## src/hw/rtl/cc20_pkg.sv

```systemverilog
// Shared types, constants and block-function helpers for the ChaCha20 stream unit.
package cc20_pkg;

  typedef logic [31:0]       word_t;
  typedef logic [15:0][31:0] state_t;

  // 10 double rounds, each round split into two half quarter-round steps
  localparam int unsigned DblRounds = 10;
  localparam int unsigned HalfSteps = 4 * DblRounds;
  localparam int unsigned StepW     = $clog2(HalfSteps);

  localparam word_t SIGMA [4] = '{32'h61707865, 32'h3320646e, 32'h79622d32, 32'h6b206574};

  typedef enum logic [2:0] {
    CFG_KEY0     = 3'd0,
    CFG_KEY1     = 3'd1,
    CFG_KEY2     = 3'd2,
    CFG_KEY3     = 3'd3,
    CFG_NONCE_LO = 3'd4,
    CFG_NONCE_HI = 3'd5,
    CFG_INIT_CTR = 3'd6
  } cfg_idx_e;

  typedef enum logic [1:0] {
    GEN_IDLE,
    GEN_RUN,
    GEN_ADD,
    GEN_DONE
  } gen_state_e;

  typedef struct packed {
    logic [255:0] key;
    logic [95:0]  nonce;
    word_t        init_ctr;
  } cfg_t;

  // one keystream block with the counter it was made from
  typedef struct packed {
    state_t ks;
    word_t  ctr;
  } blk_t;

  // generator restart request from the top level
  typedef struct packed {
    logic  restart;
    logic  use_init;
    word_t ctr;
  } restart_t;

  // status of the byte side
  typedef struct packed {
    logic  in_msg;
    logic  last_acc;
    word_t act_ctr;
  } back_stat_t;

  function automatic state_t init_state(cfg_t cfg, word_t ctr);
    state_t s;
    for (int i = 0; i < 4; i++) begin
      s[i] = SIGMA[i];
    end
    for (int k = 0; k < 8; k++) begin
      s[4 + k] = cfg.key[32*k +: 32];
    end
    s[12] = ctr;
    s[13] = cfg.nonce[31:0];
    s[14] = cfg.nonce[63:32];
    s[15] = cfg.nonce[95:64];
    return s;
  endfunction

  // first half: rotations 16 / 12, second half: 8 / 7; returns {d, c, b, a}
  function automatic logic [127:0] qr_half(word_t a, word_t b, word_t c, word_t d,
                                           logic second);
    word_t a1;
    word_t b1;
    word_t c1;
    word_t d1;
    a1 = a + b;
    d1 = d ^ a1;
    d1 = second ? {d1[23:0], d1[31:24]} : {d1[15:0], d1[31:16]};
    c1 = c + d1;
    b1 = b ^ c1;
    b1 = second ? {b1[24:0], b1[31:25]} : {b1[19:0], b1[31:20]};
    return {d1, c1, b1, a1};
  endfunction

endpackage

```

## src/hw/rtl/cc20_blkq.sv

```systemverilog
// One-entry keystream block queue between generator and byte side, with flush.
module cc20_blkq import cc20_pkg::*; (
  input  logic clk_i,
  input  logic rst_ni,
  input  logic clear_i,
  input  logic push_valid_i,
  output logic push_ready_o,
  input  blk_t push_data_i,
  input  logic pop_i,
  output logic valid_o,
  output blk_t data_o
);

  logic valid_q, valid_d;
  blk_t data_q;
  logic push;

  assign push_ready_o = !valid_q || pop_i;
  assign push         = push_valid_i && push_ready_o && !clear_i;
  assign valid_o      = valid_q;
  assign data_o       = data_q;

  always_comb begin
    valid_d = valid_q;
    if (clear_i) begin
      valid_d = 1'b0;
    end else if (push) begin
      valid_d = 1'b1;
    end else if (pop_i) begin
      valid_d = 1'b0;
    end
  end

  always_ff @(posedge clk_i or negedge rst_ni) begin
    if (!rst_ni) begin
      valid_q <= 1'b0;
    end else begin
      valid_q <= valid_d;
    end
  end

  always_ff @(posedge clk_i) begin
    if (push) begin
      data_q <= push_data_i;
    end
  end

endmodule

```

## config.mk

```make
export PLATFORM = sky130hd
export DESIGN_NAME = cc20_blkq
export DESIGN_NICKNAME = d
export VERILOG_FILES = /design/src/hw/rtl/cc20_pkg.sv /design/src/hw/rtl/cc20_blkq.sv
export SDC_FILE = /design/constraint.sdc
export NUM_CORES = 1
export LEC_CHECK = 0
export ABC_AREA = 1
export BUFFER_PORTS_ARGS = -buffer_cell sky130_fd_sc_hd__buf_2
export CORE_AREA = 2 2 431 433
export CTS_BUF_LIST = sky130_fd_sc_hd__clkbuf_4 sky130_fd_sc_hd__clkbuf_8 sky130_fd_sc_hd__clkbuf_16
export CTS_CLUSTER_DIAMETER = 150
export DETAILED_ROUTE_END_ITERATION = 8
export DIE_AREA = 0 0 433 435
export GPL_TIMING_DRIVEN = 0
export PLACE_DENSITY = 0.34
export SKIP_LAST_GASP = 1
export SLEW_MARGIN = 20
export SYNTH_ARGS = -nofsm -noshare
export SYNTH_HDL_FRONTEND = slang
export SYNTH_SLANG_ARGS = --single-unit
```

## constraint.sdc

```tcl
create_clock -name clk_i -period 15.5 [get_ports clk_i]
set_clock_uncertainty 0.1 [all_clocks]
set_input_delay 3.875 -clock clk_i [delete_from_list [all_inputs] [get_ports clk_i]]
set_output_delay 3.875 -clock clk_i [all_outputs]
set_load 0.01 [all_outputs]
```

Yosys cells after proc, flatten, opt, wreduce, memory -nomap -nowiden. Cells that the tools add are included.

Multiplexer cells: 3. Reductions and logical operators: 6.

Operators by type and width (number): $mux W1 (3); $reduce_bool A3 Y1 (1); $logic_and A1 B1 Y1 (2); $logic_not A1 Y1 (2); $logic_or A1 B1 Y1 (1).

Register bits: 545. Bits of input ports: 549. Word-level logic and storage cells: 27.

Logic depth before layout (Yosys ltp).
Word-level depth: 6. Gate-level depth with buffers: 4.

Worst setup path after synthesis. OpenSTA, ideal clock, no wires.

Path kind: input to register. Start point: in clear_i. End point: reg data_q (netlist bit data_o[0]) (enable). Library setup time: 1.029 ns. Arrival time: 17.771 ns. Required time: 14.371 ns. Setup slack: -3.401 ns. Stages on the path: 3. Buffers on the path: 0. Path through: inv_1 > nand2_1 > nor2_2.

Word-level cells in the longest chain between the ends: 2.

RTL lines: start, declared (line cc20_blkq.sv:5) `input logic clear_i,`; $logic_not A1 Y1 (line cc20_blkq.sv:19) `assign push = push_valid_i && push_ready_o && !clear_i;`; $logic_and A1 B1 Y1 (line cc20_blkq.sv:19); named net push (line cc20_blkq.sv:16) `logic push;`; end signal, assigned (line cc20_blkq.sv:44) `data_q <= push_data_i;`; end, declared (line cc20_blkq.sv:15) `blk_t data_q;`.

The timed path passes the listed nets, and every way through them passes these cells. A chain may end at the register's enable or synchronous reset.

Worst setup path after layout.
Start point: in pop_i. End point: out push_ready_o.

Word-level cells in the longest chain between the ends: 1.

RTL lines: start, declared (line cc20_blkq.sv:9) `input logic pop_i,`; $logic_or A1 B1 Y1 (line cc20_blkq.sv:18) `assign push_ready_o = !valid_q || pop_i;`; end, declared (line cc20_blkq.sv:7) `output logic push_ready_o,`.

No other way between the ends.

==> impl_metrics.env <==
export IMPL_ys_ff_latch=545
export IMPL_grt_start_max_net_pins=29
export IMPL_layout_commonest_cell="buf_2"
export IMPL_grt_pass1_vias=11300
export IMPL_first_pass_iters=6
export IMPL_min_period_over_period_pct=53.0
export IMPL_wl_per_cell_um=25.9
export IMPL_antenna_found_initial=187
export IMPL_endpoint_kind="output pin"
export IMPL_status="complete, no violations"
export IMPL_setup_ws_ps=7290
export IMPL_yosysSeqAreaShare_pct=99.8
export IMPL_r2r_slack_ps=12040
export IMPL_cts_repair_resized=0
export IMPL_path_delay_family="buffers and inverters"
export IMPL_routed_via_density=2.66
export IMPL_start_kind="input pin"
export IMPL_start_util_pct=8.91
export IMPL_timing_max_cap_violations=0
export IMPL_post_dp_cell_area_um2=25600
export IMPL_place_gp_congestion=0.922
export IMPL_vias=11500
export IMPL_drt_total_wl_um=112000
export IMPL_drive_gt1_share_pct=69.2
export IMPL_worstSetupEndpoint="push_ready_o"
export IMPL_ff2ff_path_depth=13
export IMPL_cts_tree="done"
export IMPL_reg2reg_to="data_o[374]$_DFFE_PP_"
export IMPL_maxSlewHeadroom_pct=54.7
export IMPL_area_growth_pct=72.5
export IMPL_ctsRootBufferMaster="clkbuf_16"
export IMPL_drt_iter0_drc=816
export IMPL_rsz0062_at_grt="no"
export IMPL_cts_max_level=3
export IMPL_critPathLaunch="pop_i"
export IMPL_fp_coreArea_um2=184000
export IMPL_ir_drop_mv=0.101
export IMPL_maxClockFrequency_mhz=122
export IMPL_cp_num_buf_inv=3
export IMPL_hp_class="reg2reg"
export IMPL_die_h_um=435
export IMPL_yosys_warnings=0
export IMPL_yosys_cell_types_count=8
export IMPL_drc_errors=0
export IMPL_syn_nets=1102
export IMPL_cp_max_fo=2
export IMPL_ioPinCount=1095
export IMPL_cpPeakStageDelay_ps=140
export IMPL_fillerInstances=20400
export IMPL_hpwlAfterDp_um=96600
export IMPL_hold_violations=0
export IMPL_track_usage_pct=11.6
export IMPL_slowest_stage="buf_2"
export IMPL_finalSetupTns_ps=0
export IMPL_layout_common_cells="1,094 x buf_2, 544 x edfxtp_1, 78 x clkbuf_16"
export IMPL_cts_sink_count=545
export IMPL_rows=158
export IMPL_power_density_nw_per_um2=135
export IMPL_fin_nets=2302
export IMPL_worstPathRequired_ps=11520
export IMPL_clk_pin_slew_ps=60
export IMPL_criticalPathCategory="in2out"
export IMPL_crit_top_cell="buf_2"
export IMPL_syn_inst=553
export IMPL_slew_viol_final=0
export IMPL_fin_area_um2=28300
export IMPL_rr_startpoint="valid_o$_DFFE_PN0P_"
export IMPL_worst_pin_slew_ps=678
export IMPL_overflow=0
export IMPL_worstPathArrival_ps=4240
export IMPL_avgSynthCellArea_um2=29.7
export IMPL_crit_cells=4
export IMPL_clk_latency_ps=690
export IMPL_setup_violations=0
export IMPL_ctsHoldBuffers=0
export IMPL_die_x_um=433
export IMPL_cts_max_path_buffers=3
export IMPL_postCtsSetupBuffers=0
export IMPL_dieArea_um2=188000
export IMPL_final_util_pct=15.4
export IMPL_hold_depth=2
export IMPL_dp_slack_ps=7280
export IMPL_leakage_nw=11.0
export IMPL_numCtsBuffers=77
export IMPL_grt_pass1_wl_um=136000
export IMPL_period_needed_ps=8210
export IMPL_synth_area_um2=16400
export IMPL_ant_nets=0
export IMPL_crit_chain="buf_2 > inv_1 > nand2_2 > buf_2"
export IMPL_io_buffers=1094
[worst min-delay path by stage]
stage	start	to	slack, ps
after floorplan	valid_o$_DFFE_PN0P_	valid_o$_DFFE_PN0P_	470
after global placement	valid_o$_DFFE_PN0P_	valid_o$_DFFE_PN0P_	450
after detailed placement	valid_o$_DFFE_PN0P_	valid_o$_DFFE_PN0P_	460
after CTS	valid_o$_DFFE_PN0P_	valid_o$_DFFE_PN0P_	480
after global routing	valid_o$_DFFE_PN0P_	valid_o$_DFFE_PN0P_	510
final	valid_o$_DFFE_PN0P_	valid_o$_DFFE_PN0P_	470
[sequential cells by signal (all words and copies together) (netlist names)]
signal,count
valid_o,1
data_o,544
[per-layer routing]
layer,share of wire [%],track usage [%]
met5,0.82,0
met2,47,19.0
met3,16,7.52
met4,2.9,3.64
met1,33,12.0
[tightest hold or removal path: stages, from the launching register on]
cell	delay, ps
dfrtp_1	390
nand3_1	90
nand2_1	60
[per-stage QoR]
step / std cells / total power [mW] / hold slack (ps)
detailed placement: 4154 / 2.01 / 463
global route: 4306 / 3.98 / 507
floorplan: 553 / 1.82 / 468
finish: 4333 / 3.82 / 475
global placement: 4127 / 2.02 / 451
CTS: 4291 / 3.93 / 477
[cells in the mapped netlist (all sizes together)]
| cell type | n | area [um2] |
|---|---|---|
| edfxtp | 544 | 16300 |
| inv | 3 | 11.3 |
| nand2 | 3 | 13.8 |
| dfrtp | 1 | 25.0 |
| nand3 | 1 | 5.00 |
| nor2 | 1 | 6.26 |
[cell families (layout without fill, tap and decap cells)]
family	after synthesis	after routing	share of synthesized area, %
flip-flops	545	545	99.8
AND/OR/NAND/NOR	5	5	0.153
buffers and inverters	3	1261	0.0687
other	0	42	0
[layout make-up]
cell class | count | area (um2) | area share, %
flip-flops and latches | 545 | 16400 | 57.8
well taps | 2480 | 3100 | 11.0
multi-input cells | 5 | 30.0 | 0.106
inverters | 3 | 11.3 | 0.0398
repair buffers | 1121 | 6100 | 21.6
clock inverters | 48 | 544 | 1.92
diodes | 42 | 105 | 0.372
clock buffers | 89 | 2030 | 7.19
[where the power goes]
group / total (mW) / internal, mW / switching, mW
clock network: 1.85 / 1.11 / 0.745
logic: 0.249 / 0.103 / 0.146
registers: 1.71 / 1.70 / 0.0156
total: 3.82 / 2.91 / 0.907
Note: power is estimated with default switching activity, not from simulation.
