--- src/hw/rtl/cc20_pkg.sv ---
// Shared types, constants and block-function helpers for the ChaCha20 stream unit.
package cc20_pkg;

  typedef logic [31:0]       word_t;
  typedef logic [15:0][31:0] state_t;

  // 10 double rounds, each round split into two half quarter-round steps
  localparam int unsigned DblRounds = 10;
  localparam int unsigned HalfSteps = 4 * DblRounds;
  localparam int unsigned StepW     = $clog2(HalfSteps);

  localparam word_t SIGMA [4] = '{32'h61707865, 32'h3320646e, 32'h79622d32, 32'h6b206574};

  typedef enum logic [2:0] {
    CFG_KEY0     = 3'd0,
    CFG_KEY1     = 3'd1,
    CFG_KEY2     = 3'd2,
    CFG_KEY3     = 3'd3,
    CFG_NONCE_LO = 3'd4,
    CFG_NONCE_HI = 3'd5,
    CFG_INIT_CTR = 3'd6
  } cfg_idx_e;

  typedef enum logic [1:0] {
    GEN_IDLE,
    GEN_RUN,
    GEN_ADD,
    GEN_DONE
  } gen_state_e;

  typedef struct packed {
    logic [255:0] key;
    logic [95:0]  nonce;
    word_t        init_ctr;
  } cfg_t;

  // one keystream block with the counter it was made from
  typedef struct packed {
    state_t ks;
    word_t  ctr;
  } blk_t;

  // generator restart request from the top level
  typedef struct packed {
    logic  restart;
    logic  use_init;
    word_t ctr;
  } restart_t;

  // status of the byte side
  typedef struct packed {
    logic  in_msg;
    logic  last_acc;
    word_t act_ctr;
  } back_stat_t;

  function automatic state_t init_state(cfg_t cfg, word_t ctr);
    state_t s;
    for (int i = 0; i < 4; i++) begin
      s[i] = SIGMA[i];
    end
    for (int k = 0; k < 8; k++) begin
      s[4 + k] = cfg.key[32*k +: 32];
    end
    s[12] = ctr;
    s[13] = cfg.nonce[31:0];
    s[14] = cfg.nonce[63:32];
    s[15] = cfg.nonce[95:64];
    return s;
  endfunction

  // first half: rotations 16 / 12, second half: 8 / 7; returns {d, c, b, a}
  function automatic logic [127:0] qr_half(word_t a, word_t b, word_t c, word_t d,
                                           logic second);
    word_t a1;
    word_t b1;
    word_t c1;
    word_t d1;
    a1 = a + b;
    d1 = d ^ a1;
    d1 = second ? {d1[23:0], d1[31:24]} : {d1[15:0], d1[31:16]};
    c1 = c + d1;
    b1 = b ^ c1;
    b1 = second ? {b1[24:0], b1[31:25]} : {b1[19:0], b1[31:20]};
    return {d1, c1, b1, a1};
  endfunction

endpackage

--- src/hw/rtl/cc20_xor.sv ---
// Byte side: tracks position in the current block and XORs each byte with keystream.
module cc20_xor import cc20_pkg::*; (
  input  logic       clk_i,
  input  logic       rst_ni,
  input  logic       s_axis_tvalid,
  output logic       s_axis_tready,
  input  logic [7:0] s_axis_tdata,
  input  logic       s_axis_tlast,
  output logic       m_axis_tvalid,
  input  logic       m_axis_tready,
  output logic [7:0] m_axis_tdata,
  output logic       m_axis_tlast,
  input  logic       q_valid_i,
  input  blk_t       q_data_i,
  output logic       q_pop_o,
  output back_stat_t stat_o
);

  logic [5:0] pos_q, pos_d;
  logic       in_msg_q, in_msg_d;
  state_t     act_blk_q;
  word_t      act_ctr_q;
  logic       m_valid_q, m_valid_d;
  logic [7:0] m_data_q;
  logic       m_last_q;

  logic       out_free;
  logic       need_blk;
  logic       acc;
  logic [7:0] ks_byte;

  // pos is 0 at every block boundary and whenever a message is about to start
  assign need_blk      = (pos_q == 6'd0);
  assign out_free      = !m_valid_q || m_axis_tready;
  assign s_axis_tready = out_free && (!need_blk || q_valid_i);
  assign acc           = s_axis_tvalid && s_axis_tready;
  assign q_pop_o       = acc && need_blk;
  assign ks_byte       = need_blk ? q_data_i.ks[0][7:0]
                                  : act_blk_q[pos_q[5:2]][{pos_q[1:0], 3'b000} +: 8];

  always_comb begin
    pos_d     = pos_q;
    in_msg_d  = in_msg_q;
    m_valid_d = m_valid_q;
    if (acc) begin
      pos_d     = s_axis_tlast ? 6'd0 : pos_q + 6'd1;
      in_msg_d  = !s_axis_tlast;
      m_valid_d = 1'b1;
    end else if (m_axis_tready) begin
      m_valid_d = 1'b0;
    end
  end

  always_ff @(posedge clk_i or negedge rst_ni) begin
    if (!rst_ni) begin
      pos_q     <= '0;
      in_msg_q  <= 1'b0;
      m_valid_q <= 1'b0;
    end else begin
      pos_q     <= pos_d;
      in_msg_q  <= in_msg_d;
      m_valid_q <= m_valid_d;
    end
  end

  always_ff @(posedge clk_i) begin
    if (acc) begin
      m_data_q <= s_axis_tdata ^ ks_byte;
      m_last_q <= s_axis_tlast;
    end
    if (q_pop_o) begin
      act_blk_q <= q_data_i.ks;
      act_ctr_q <= q_data_i.ctr;
    end
  end

  assign m_axis_tvalid   = m_valid_q;
  assign m_axis_tdata    = m_data_q;
  assign m_axis_tlast    = m_last_q;
  assign stat_o.in_msg   = in_msg_q;
  assign stat_o.last_acc = acc && s_axis_tlast;
  assign stat_o.act_ctr  = act_ctr_q;

endmodule

--- config.mk ---
export PLATFORM = sky130hd
export DESIGN_NAME = cc20_xor
export DESIGN_NICKNAME = d
export VERILOG_FILES = /design/src/hw/rtl/cc20_pkg.sv /design/src/hw/rtl/cc20_xor.sv
export SDC_FILE = /design/constraint.sdc
export NUM_CORES = 1
export LEC_CHECK = 0
export ABC_CLOCK_PERIOD_IN_PS = 30700
export CELL_PAD_IN_SITES_DETAIL_PLACEMENT = 0
export CELL_PAD_IN_SITES_GLOBAL_PLACEMENT = 1
export CORE_UTILIZATION = 36
export CTS_BUF_LIST = sky130_fd_sc_hd__clkbuf_8
export CTS_CLUSTER_DIAMETER = 60
export DETAILED_ROUTE_END_ITERATION = 6
export DONT_BUFFER_PORTS = 1
export PLACE_DENSITY = 0.63
export SYNTH_ARGS = -nofsm -noshare
export SYNTH_HDL_FRONTEND = slang
export SYNTH_SLANG_ARGS = --single-unit
export TNS_END_PERCENT = 5
--- constraint.sdc ---
create_clock -name clk_i -period 30.7 [get_ports clk_i]
set_input_delay 1.535 -clock clk_i [delete_from_list [all_inputs] [get_ports clk_i]]
set_output_delay 1.535 -clock clk_i [all_outputs]
set_load 0.05 [all_outputs]
=== Word-level counts from Yosys, hierarchy flattened ===
Index checks and enable logic that the tools add are counted.
Widths: inputs -> output; s select.

* Shifts and indexed selects: 1
* Multipliers: 0
* Equality and inequality tests: 0
* $add $sub $neg: 1
* Magnitude comparators: 1
* Bitwise logic cells: 1
* Mux-type cells: 6
* Reductions and logical operators: 11
* Div/mod/pow operators: 0

{| class="wikitable"
|+ Operators with widths
! cell !! number
|-
| $bmux 32 s4 || 1
|-
| $mux 32 || 1
|-
| $shiftx 32x6->8 || 1
|-
| $mux 8 || 1
|-
| $xor 8x8->8 || 1
|-
| $add 6x1->6 const B || 1
|-
| $logic_not 6->1 || 1
|-
| $mux 6 || 1
|-
| $lt 4x5->1 const B || 1
|-
| $logic_and 1x1->1 || 4
|-
| $logic_not 1->1 || 3
|-
| $logic_or 1x1->1 || 2
|-
| $mux 1 || 2
|-
| $reduce_bool 2->1 || 1
|}

* RAM bits: 0
* Memories kept: 0
* ROM bits: 0
* Flip-flop bits (word level): 561
* Latch bits: 0
* Logic and storage cells: 43
* Bits of input ports: 558
* Output and inout port bits: 46

=== Depth between registers and ports, before layout ===
Gate-level depths: netlist (run 1).

* Depth in word-level cells: 6
* Mapped depth: 11
* Gate-level depth less buffers: 7

=== Worst setup path before layout (run 1) ===
No wires, ideal clock.

* Path kind: in2out
* From: input m_axis_tready
* To: output q_pop_o
* Path buffers: 1
* Data required time: 29165 ps
* Stages on the path: 4
* Arrival: 25096 ps
* Slack: 4069 ps
* Path through: nand2b_1 -> o211ai_1 -> clkbuf_1 -> nor2_1

* Word-level cells in the longest chain between the ends: 4

{| class="wikitable"
|+ RTL lines
! element !! line !! text
|-
| start: declaration || cc20_xor.sv:10 || <nowiki>input logic m_axis_tready,</nowiki>
|-
| $logic_or 1x1->1 || cc20_xor.sv:34 || <nowiki>assign out_free = !m_valid_q || m_axis_tready;</nowiki>
|-
| $logic_and 1x1->1 || cc20_xor.sv:35 || <nowiki>assign s_axis_tready = out_free && (!need_blk || q_valid_i);</nowiki>
|-
| $logic_and 1x1->1 || cc20_xor.sv:36 || <nowiki>assign acc = s_axis_tvalid && s_axis_tready;</nowiki>
|-
| $logic_and 1x1->1 || cc20_xor.sv:37 || <nowiki>assign q_pop_o = acc && need_blk;</nowiki>
|-
| end: declaration || cc20_xor.sv:15 || <nowiki>output logic q_pop_o,</nowiki>
|}

No other way between the ends.

=== Worst setup path after layout (run 1) ===
* From: register pos_q[0]
* To: register act_blk_q[341] (netlist name) (enable)

* Word-level cells in the longest chain between the ends: 6

{| class="wikitable"
|+ RTL lines
! element !! line !! text
|-
| start: declaration || cc20_xor.sv:19 || <nowiki>logic [5:0] pos_q, pos_d;</nowiki>
|-
| start signal: assignment || cc20_xor.sv:60 || <nowiki>pos_q <= pos_d;</nowiki>
|-
| $logic_not 6->1 (*) || cc20_xor.sv:33 || <nowiki>assign need_blk = (pos_q == 6'd0);</nowiki>
|-
| $logic_not 1->1 || cc20_xor.sv:35 ||
|-
| $logic_or 1x1->1 || cc20_xor.sv:35 ||
|-
| $logic_and 1x1->1 || cc20_xor.sv:35 ||
|-
| $logic_and 1x1->1 || cc20_xor.sv:36 ||
|-
| $logic_and 1x1->1 (*) || cc20_xor.sv:37 ||
|-
| end signal: assignment || cc20_xor.sv:72 || <nowiki>act_blk_q <= q_data_i.ks;</nowiki>
|-
| end: declaration || cc20_xor.sv:21 || <nowiki>state_t act_blk_q;</nowiki>
|}

Mark *: on every way between the ends. The rest lies on a longest branch, timed or not.
A chain may end at the register's enable or synchronous reset.

==> results.md, run 1 <==
* Status: finished with violations
* Failing checks: max-capacitance violations
* Worst Setup SP: pos_q[0]
* Slew @ Worst Pin at 1.47 ns
* Switching Share at 0.307
* Vias per Instance at 5.33
* Number of global-route vias before repair at 11100
* I/O pins at 604
* Final-report hold violation count at 0
* Post-synth top flop: edfxtp_1
* Initial Util at 0.367
* Overall routing resource usage at 0.189
* Area delta synth->final at 11.6%
* First-pass GRT wire length at 80600 µm
* Fin crit share at 0.223
* Unrepaired setup endpoints after global routing: no
* Mapped Cells at 1085
* Layout cell share with drive strength beyond 1 at 0.196
* Sequential-to-total area share from yosys stat at 0.770
* # rows at 89
* Post-CTS Hold Buffers at 0
* Die Area at 61600 µm²
* #FFs+latches synth at 561
* Avg Inst Size Synth at 20.1 µm²
* Critical path's most frequent cell: buf_4
* Critical Path RT at 30.98 ns
* Startpoint Class: flip-flop
* Resize count post-CTS at 0
* Critical path depth at 11
* Largest stage delay, worst path at 0.91 ns
* Combinational share of power at 0.182
* Total gr overflow at 0
* Root buffer cell: clkbuf_8
* R2R cell count at 11
* Initial antenna violation count at 14
* DRT Pass-1 Iters at 5
* Detailed Route WL at 60600 µm
* Insertion delay to the later sink of the worst-skew pair at 0.68 ns
* Rel. slew slack at 0.00867
* Die Y at 248 µm
* Power per cell area at 91.3 nW/µm²
* Iter 0 DRT Violations at 730
* Clock Power Share at 0.283
* Sw Pwr at 0.683 mW
* Distinct cell type count after synthesis at 62
* Core footprint at 59500 µm²
* H-tree depth at 3
* Post CTS Setup Buffer Count at 0
* Critical-path cell list: clkinv_1, ha_1, nand3_1, o211ai_1, buf_4, nor2_4, buf_4, buf_4, buf_4, buf_4, buf_4
* Post-synth EDFFs at 553
* TNS Setup at 0 ns
* FILL cells at 5288
* CTS Buf Count at 97
* Residual DRC at 0
* Share of flip-flops with an asynchronous set or reset at 0.0143
* Reg2Reg Setup Slack at 23.87 ns
* Sequential share of power at 0.535
* WP data arrival at 7.12 ns
* Post-layout util at 0.410
* Mapped Area at 21800 µm²
* FF-to-FF Start: pos_q[0]
* Hold Path Class: in2async
* Worst path buffer plus inverter count at 7
* Longest Clk Path Bufs at 3
* Leak at 7.60 nW
* Clk sinks at 561
* Power Internal at 1.54 mW
* Die span in x at 248 µm
* Routed Antenna Nets at 0
* Syn Nets at 1645
* Kind of critical path: reg2reg
* Reg2reg end: act_blk_q[341]
* Nets at 1705
* Number of max-cap violations at 1
* Worst ir drop on vdd at 0.0517 mV
* Post-layout min period at 6.83 ns
* Largest net degree at the start of global routing at 85
* Worst-path clk slew at 0.06 ns
* Final Skew at 0.0423 ns
* Setup Viol. Count Final at 0
* WL per Instance at 30.1 µm
* Slew Limit Fails at 0
* CTS tree: built
* Placer congestion estimate at 0.838
* Vias at 10700
* Hpwl dp at 43800 µm
* Critical-path maximum fanout at 81
* Fmax at 146 MHz
* Delay-heaviest family, CP: buffers and inverters
* Synth warnings at 0
* Crit path capture type: flip-flop
* CP max stage cell: buf_4
* # port buffers at 0
layout by cell type (no fill, tap or decap), types with 16 or more instances in the layout:
| cell type | netlist | layout |
|---|---|---|
| nor2_1 | 27 | 26 |
| clkinv_1 | 1 | 27 |
| mux2i_1 | 90 | 90 |
| nor2b_1 | 22 | 20 |
| o22ai_1 | 27 | 27 |
| nand2_1 | 41 | 41 |
| diode_2 | 0 | 16 |
| edfxtp_1 | 553 | 553 |
| inv_1 | 4 | 26 |
| mux4_2 | 67 | 67 |
| o21ai_0 | 21 | 21 |
| clkbuf_8 | 0 | 98 |
| buf_4 | 17 | 19 |
cell type report:
cell class | count | area [µm²] | share of cell area
flip-flops and latches | 561 | 16800 | 0.690
multi-input cells | 460 | 4590 | 0.188
clock buffers | 98 | 1350 | 0.0554
well taps | 773 | 967 | 0.0397
clock inverters | 77 | 444 | 0.0182
repair buffers | 19 | 143 | 0.00585
diodes | 16 | 40.0 | 0.00164
inverters | 6 | 22.5 | 0.000924
registers in the layout, summed over array words and instances (netlist names):
| register | count |
|---|---|
| in_msg_q | 1 |
| act_ctr_q | 32 |
| pos_q | 6 |
| m_axis_tdata | 8 |
| m_axis_tlast | 1 |
| m_axis_tvalid | 1 |
| act_blk_q | 512 |
routing by layer:
layer | track usage | routed length [µm] | vias to the layer above
li1 | - | - | 4630
met1 | 0.220 | 22800 | 5489
met2 | 0.316 | 30800 | 498
met3 | 0.0729 | 5450 | 93
met4 | 0.0680 | 1440 | 6
met5 | 0 | 46 | -
Yosys cell counts, drive strengths merged, types with 7 or more instances:
master,count,area [µm²]
nand2,41,154
dfrtp,8,200
a211oi,16,150
or3,8,50.1
o22ai,27,169
a22oi,9,67.6
nand4,8,50.1
and3,8,50.1
nor2,27,101
nand3,10,50.1
mux4,78,1800
o31ai,7,52.6
clkbuf,13,48.8
a21oi,13,65.1
edfxtp,553,16600
mux2,8,90.1
buf,45,384
nor2b,22,138
o21ai,21,105
mux2i,90,901
power groups by stage:
stage | clock network [mW] | logic, mW | registers, mW
after floorplan | 0 | 0.310 | 1.39
after global placement | 0 | 0.406 | 1.20
after detailed placement | 0 | 0.414 | 1.21
after CTS | 0.650 | 0.415 | 1.19
after global routing | 0.681 | 0.442 | 1.21
final | 0.631 | 0.405 | 1.19
worst reg2reg max path, delay by kind of cell (launching register included):
family,cells,cell delay [ns]
AND/OR/NAND/NOR,2,0.58
AO/OA/AOI/OAI,1,0.11
buffers and inverters,7,4.81
adder cells (fa/ha/maj),1,0.37
flip-flops,1,0.55
logic make-up (layout without fill, tap and decap cells):
family | Yosys count | in the layout | share of synthesized area
buf+inv | 64 | 200 | 0.0209
xor+xnor | 2 | 2 | 0.000803
flops | 561 | 561 | 0.770
fa+ha+maj | 2 | 2 | 0.00115
other cells | 0 | 16 | 0
mux | 176 | 176 | 0.128
compound gates | 134 | 134 | 0.0444
simple gates | 146 | 146 | 0.0352
through the flow:
stage	worst slack (ns)	instances	hold WS (ns)	area, µm²	power (mW)
after CTS	23.78	1994	0.494	24300	2.26
after global placement	23.89	1819	0.675	22500	1.61
after global routing	23.40	2004	0.514	24400	2.33
final	23.87	2010	0.577	24400	2.23
after floorplan	4.07	1085	0.448	21800	1.70
after detailed placement	23.70	1819	0.702	22500	1.62
worst max path at each step:
stage and endpoint:
2_1_floorplan q_pop_o, 3_3_place_gp act_blk_q[78], 3_5_place_dp act_blk_q[246], 4_1_cts act_blk_q[214], 5_1_grt act_blk_q[508], 6_report act_blk_q[341]
(Power assumes the default switching activity.)
==> inputs of run 2 (changes only) <==
--- a/config.mk
+++ b/config.mk
@@ -5,7 +5,7 @@
 export SDC_FILE = /design/constraint.sdc
 export NUM_CORES = 1
 export LEC_CHECK = 0
-export ABC_CLOCK_PERIOD_IN_PS = 30700
+export ABC_CLOCK_PERIOD_IN_PS = 6400
 export CELL_PAD_IN_SITES_DETAIL_PLACEMENT = 0
 export CELL_PAD_IN_SITES_GLOBAL_PLACEMENT = 1
 export CORE_UTILIZATION = 36
==> constraint.sdc (replaced) <==
create_clock -name clk_i -period 6.4 [get_ports clk_i]
set_input_delay 0.32 -clock clk_i [delete_from_list [all_inputs] [get_ports clk_i]]
set_output_delay 0.32 -clock clk_i [all_outputs]
set_load 0.05 [all_outputs]
==> run 2 against run 1 <==
Against the previous run: the flow now stops in clock tree synthesis (4_1_cts); area after synthesis did not move; synthesized cell count did not move.
==> results.md, run 2 <==
* Status: did not finish (was finished with violations)
* Exit stage: clock tree synthesis (4_1_cts)
* Error: [ERROR RSZ-0060] Max buffer count reached.
* Initial Util at 0.367 (unchanged)
* # port buffers at 0 (unchanged)
* Post CTS Setup Buffer Count at 0 (unchanged)
* Hpwl dp at 42300 µm (was 43800 µm)
* Sequential-to-total area share from yosys stat at 0.770 (unchanged)
* Syn Nets at 1645 (unchanged)
* Longest Clk Path Bufs at 3 (unchanged)
* # rows at 89 (unchanged)
* Post-synth EDFFs at 553 (unchanged)
* Commonest cells in the netlist: 553 x edfxtp_1, 90 x mux2i_1, 67 x mux4_2 (unchanged)
* Count leader, synth: edfxtp_1 (unchanged)
* Area leader, netlist: edfxtp_1 (unchanged)
* Die Y at 248 µm (unchanged)
* CTS Buf Count at 95 (was 97)
* I/O pins at 604 (unchanged)
* Resize count post-CTS at 0 (unchanged)
* Root buffer cell: clkbuf_8 (unchanged)
* H-tree depth at 3 (unchanged)
* Top cell type's share of synthesized area at 0.761 (unchanged)
* #FFs+latches synth at 561 (unchanged)
* Clk sinks at 561 (unchanged)
* Post-CTS Hold Buffers at 398 (was 0)
* Top post-synthesis cells by area: edfxtp_1 76%, mux4_2 6.9%, mux2i_1 4.1%, mux4_1 1.3%, dfrtp_1 0.92% (unchanged)
* Synth warnings at 0 (unchanged)
* Post-synth top flop: edfxtp_1 (unchanged)
* Mapped Area at 21800 µm² (unchanged)
* Distinct cell type count after synthesis at 62 (unchanged)
* Share of flip-flops with an asynchronous set or reset at 0.0143 (unchanged)
* Mapped Cells at 1085 (unchanged)
* Placer congestion estimate at 0.822 (was 0.838)
* Avg Inst Size Synth at 20.1 µm² (unchanged)
* Die span in x at 248 µm (unchanged)
run 2: cell counts after synthesis:
No cell type changed its count.
run 2: metrics by stage:
step | worst slack (ns) | instances | TNS [ns] | utilization | cell area (µm²)
2_1_floorplan | -3.60 | 1085 | -1961.51 | - | 21900
3_3_place_gp | 2.64 | 1816 | 0 | 0.380 | 22600
3_5_place_dp | 2.54 | 1816 | 0 | 0.380 | 22600
run 2: cells by family after synthesis:
kind of cell    Yosys count  share of synthesized area
fa+ha+maj                 2                    0.00115
compound gates          134                     0.0444
buf+inv                  64                     0.0209
xor+xnor                  2                   0.000803
mux                     176                      0.128
simple gates            146                     0.0352
flops                   561                      0.770
==> inputs of run 3 (changes only) <==
==> config.mk (replaced) <==
export PLATFORM = sky130hd
export DESIGN_NAME = cc20_xor
export DESIGN_NICKNAME = d
export VERILOG_FILES = /design/src/hw/rtl/cc20_pkg.sv /design/src/hw/rtl/cc20_xor.sv
export SDC_FILE = /design/constraint.sdc
export NUM_CORES = 1
export LEC_CHECK = 0
export ABC_CLOCK_PERIOD_IN_PS = 6400
export CORE_UTILIZATION = 21
export DETAILED_ROUTE_END_ITERATION = 6
export DONT_BUFFER_PORTS = 1
export PLACE_DENSITY_LB_ADDON = 0.15
export SYNTH_ARGS = -nofsm -noshare
export SYNTH_HDL_FRONTEND = slang
export SYNTH_SLANG_ARGS = --single-unit
export TNS_END_PERCENT = 5
==> run 3 against run 2 <==
Against the previous run: the flow again stops in clock tree synthesis (4_1_cts); synthesized cell count unchanged; area after synthesis did not move.
==> results.md, run 3 <==
* Status: did not finish (unchanged)
* Exit stage: clock tree synthesis (4_1_cts) (unchanged)
* Error: [ERROR RSZ-0060] Max buffer count reached. (unchanged)
* Mapped Area at 21800 µm² (unchanged)
* Resize count post-CTS at 0 (unchanged)
* CTS Buf Count at 69 (was 95)
* Top post-synthesis cells by area: edfxtp_1 76%, mux4_2 6.9%, mux2i_1 4.1%, mux4_1 1.3%, dfrtp_1 0.92% (unchanged)
* Synth warnings at 0 (unchanged)
* Initial Util at 0.213 (was 0.367)
* Longest Clk Path Bufs at 3 (unchanged)
* Root buffer cell: clkbuf_16 (was clkbuf_8)
* Distinct cell type count after synthesis at 62 (unchanged)
* Placer congestion estimate at 0.745 (was 0.822)
* Area leader, netlist: edfxtp_1 (unchanged)
* Clk sinks at 561 (unchanged)
* Die Y at 324 µm (was 248 µm)
* Count leader, synth: edfxtp_1 (unchanged)
* Post-synth top flop: edfxtp_1 (unchanged)
* #FFs+latches synth at 561 (unchanged)
* # port buffers at 0 (unchanged)
* Hpwl dp at 51600 µm (was 42300 µm)
* Post CTS Setup Buffer Count at 0 (unchanged)
* Share of flip-flops with an asynchronous set or reset at 0.0143 (unchanged)
* Avg Inst Size Synth at 20.1 µm² (unchanged)
* Sequential-to-total area share from yosys stat at 0.770 (unchanged)
* # rows at 117 (was 89)
* Syn Nets at 1645 (unchanged)
* Commonest cells in the netlist: 553 x edfxtp_1, 90 x mux2i_1, 67 x mux4_2 (unchanged)
* H-tree depth at 3 (unchanged)
* Post-synth EDFFs at 553 (unchanged)
* Top cell type's share of synthesized area at 0.761 (unchanged)
* I/O pins at 604 (unchanged)
* Post-CTS Hold Buffers at 509 (was 398)
* Mapped Cells at 1085 (unchanged)
* Die span in x at 324 µm (was 248 µm)
run 3: cell counts after synthesis:
No cell type changed its count.
run 3: logic make-up after synthesis:
kind of cell    Yosys count  share of synthesized area
compound gates          134                     0.0444
xor+xnor                  2                   0.000803
fa+ha+maj                 2                    0.00115
buf+inv                  64                     0.0209
flops                   561                      0.770
mux                     176                      0.128
simple gates            146                     0.0352
run 3: metrics by stage:
step	cell area, µm²	cells	setup WS (ns)	hold slack [ns]	util
floorplan	21900	1085	-3.60	0.0244	-
global placement	23400	2420	2.30	0.0255	0.229
detailed placement	23400	2420	2.02	0.0253	0.229
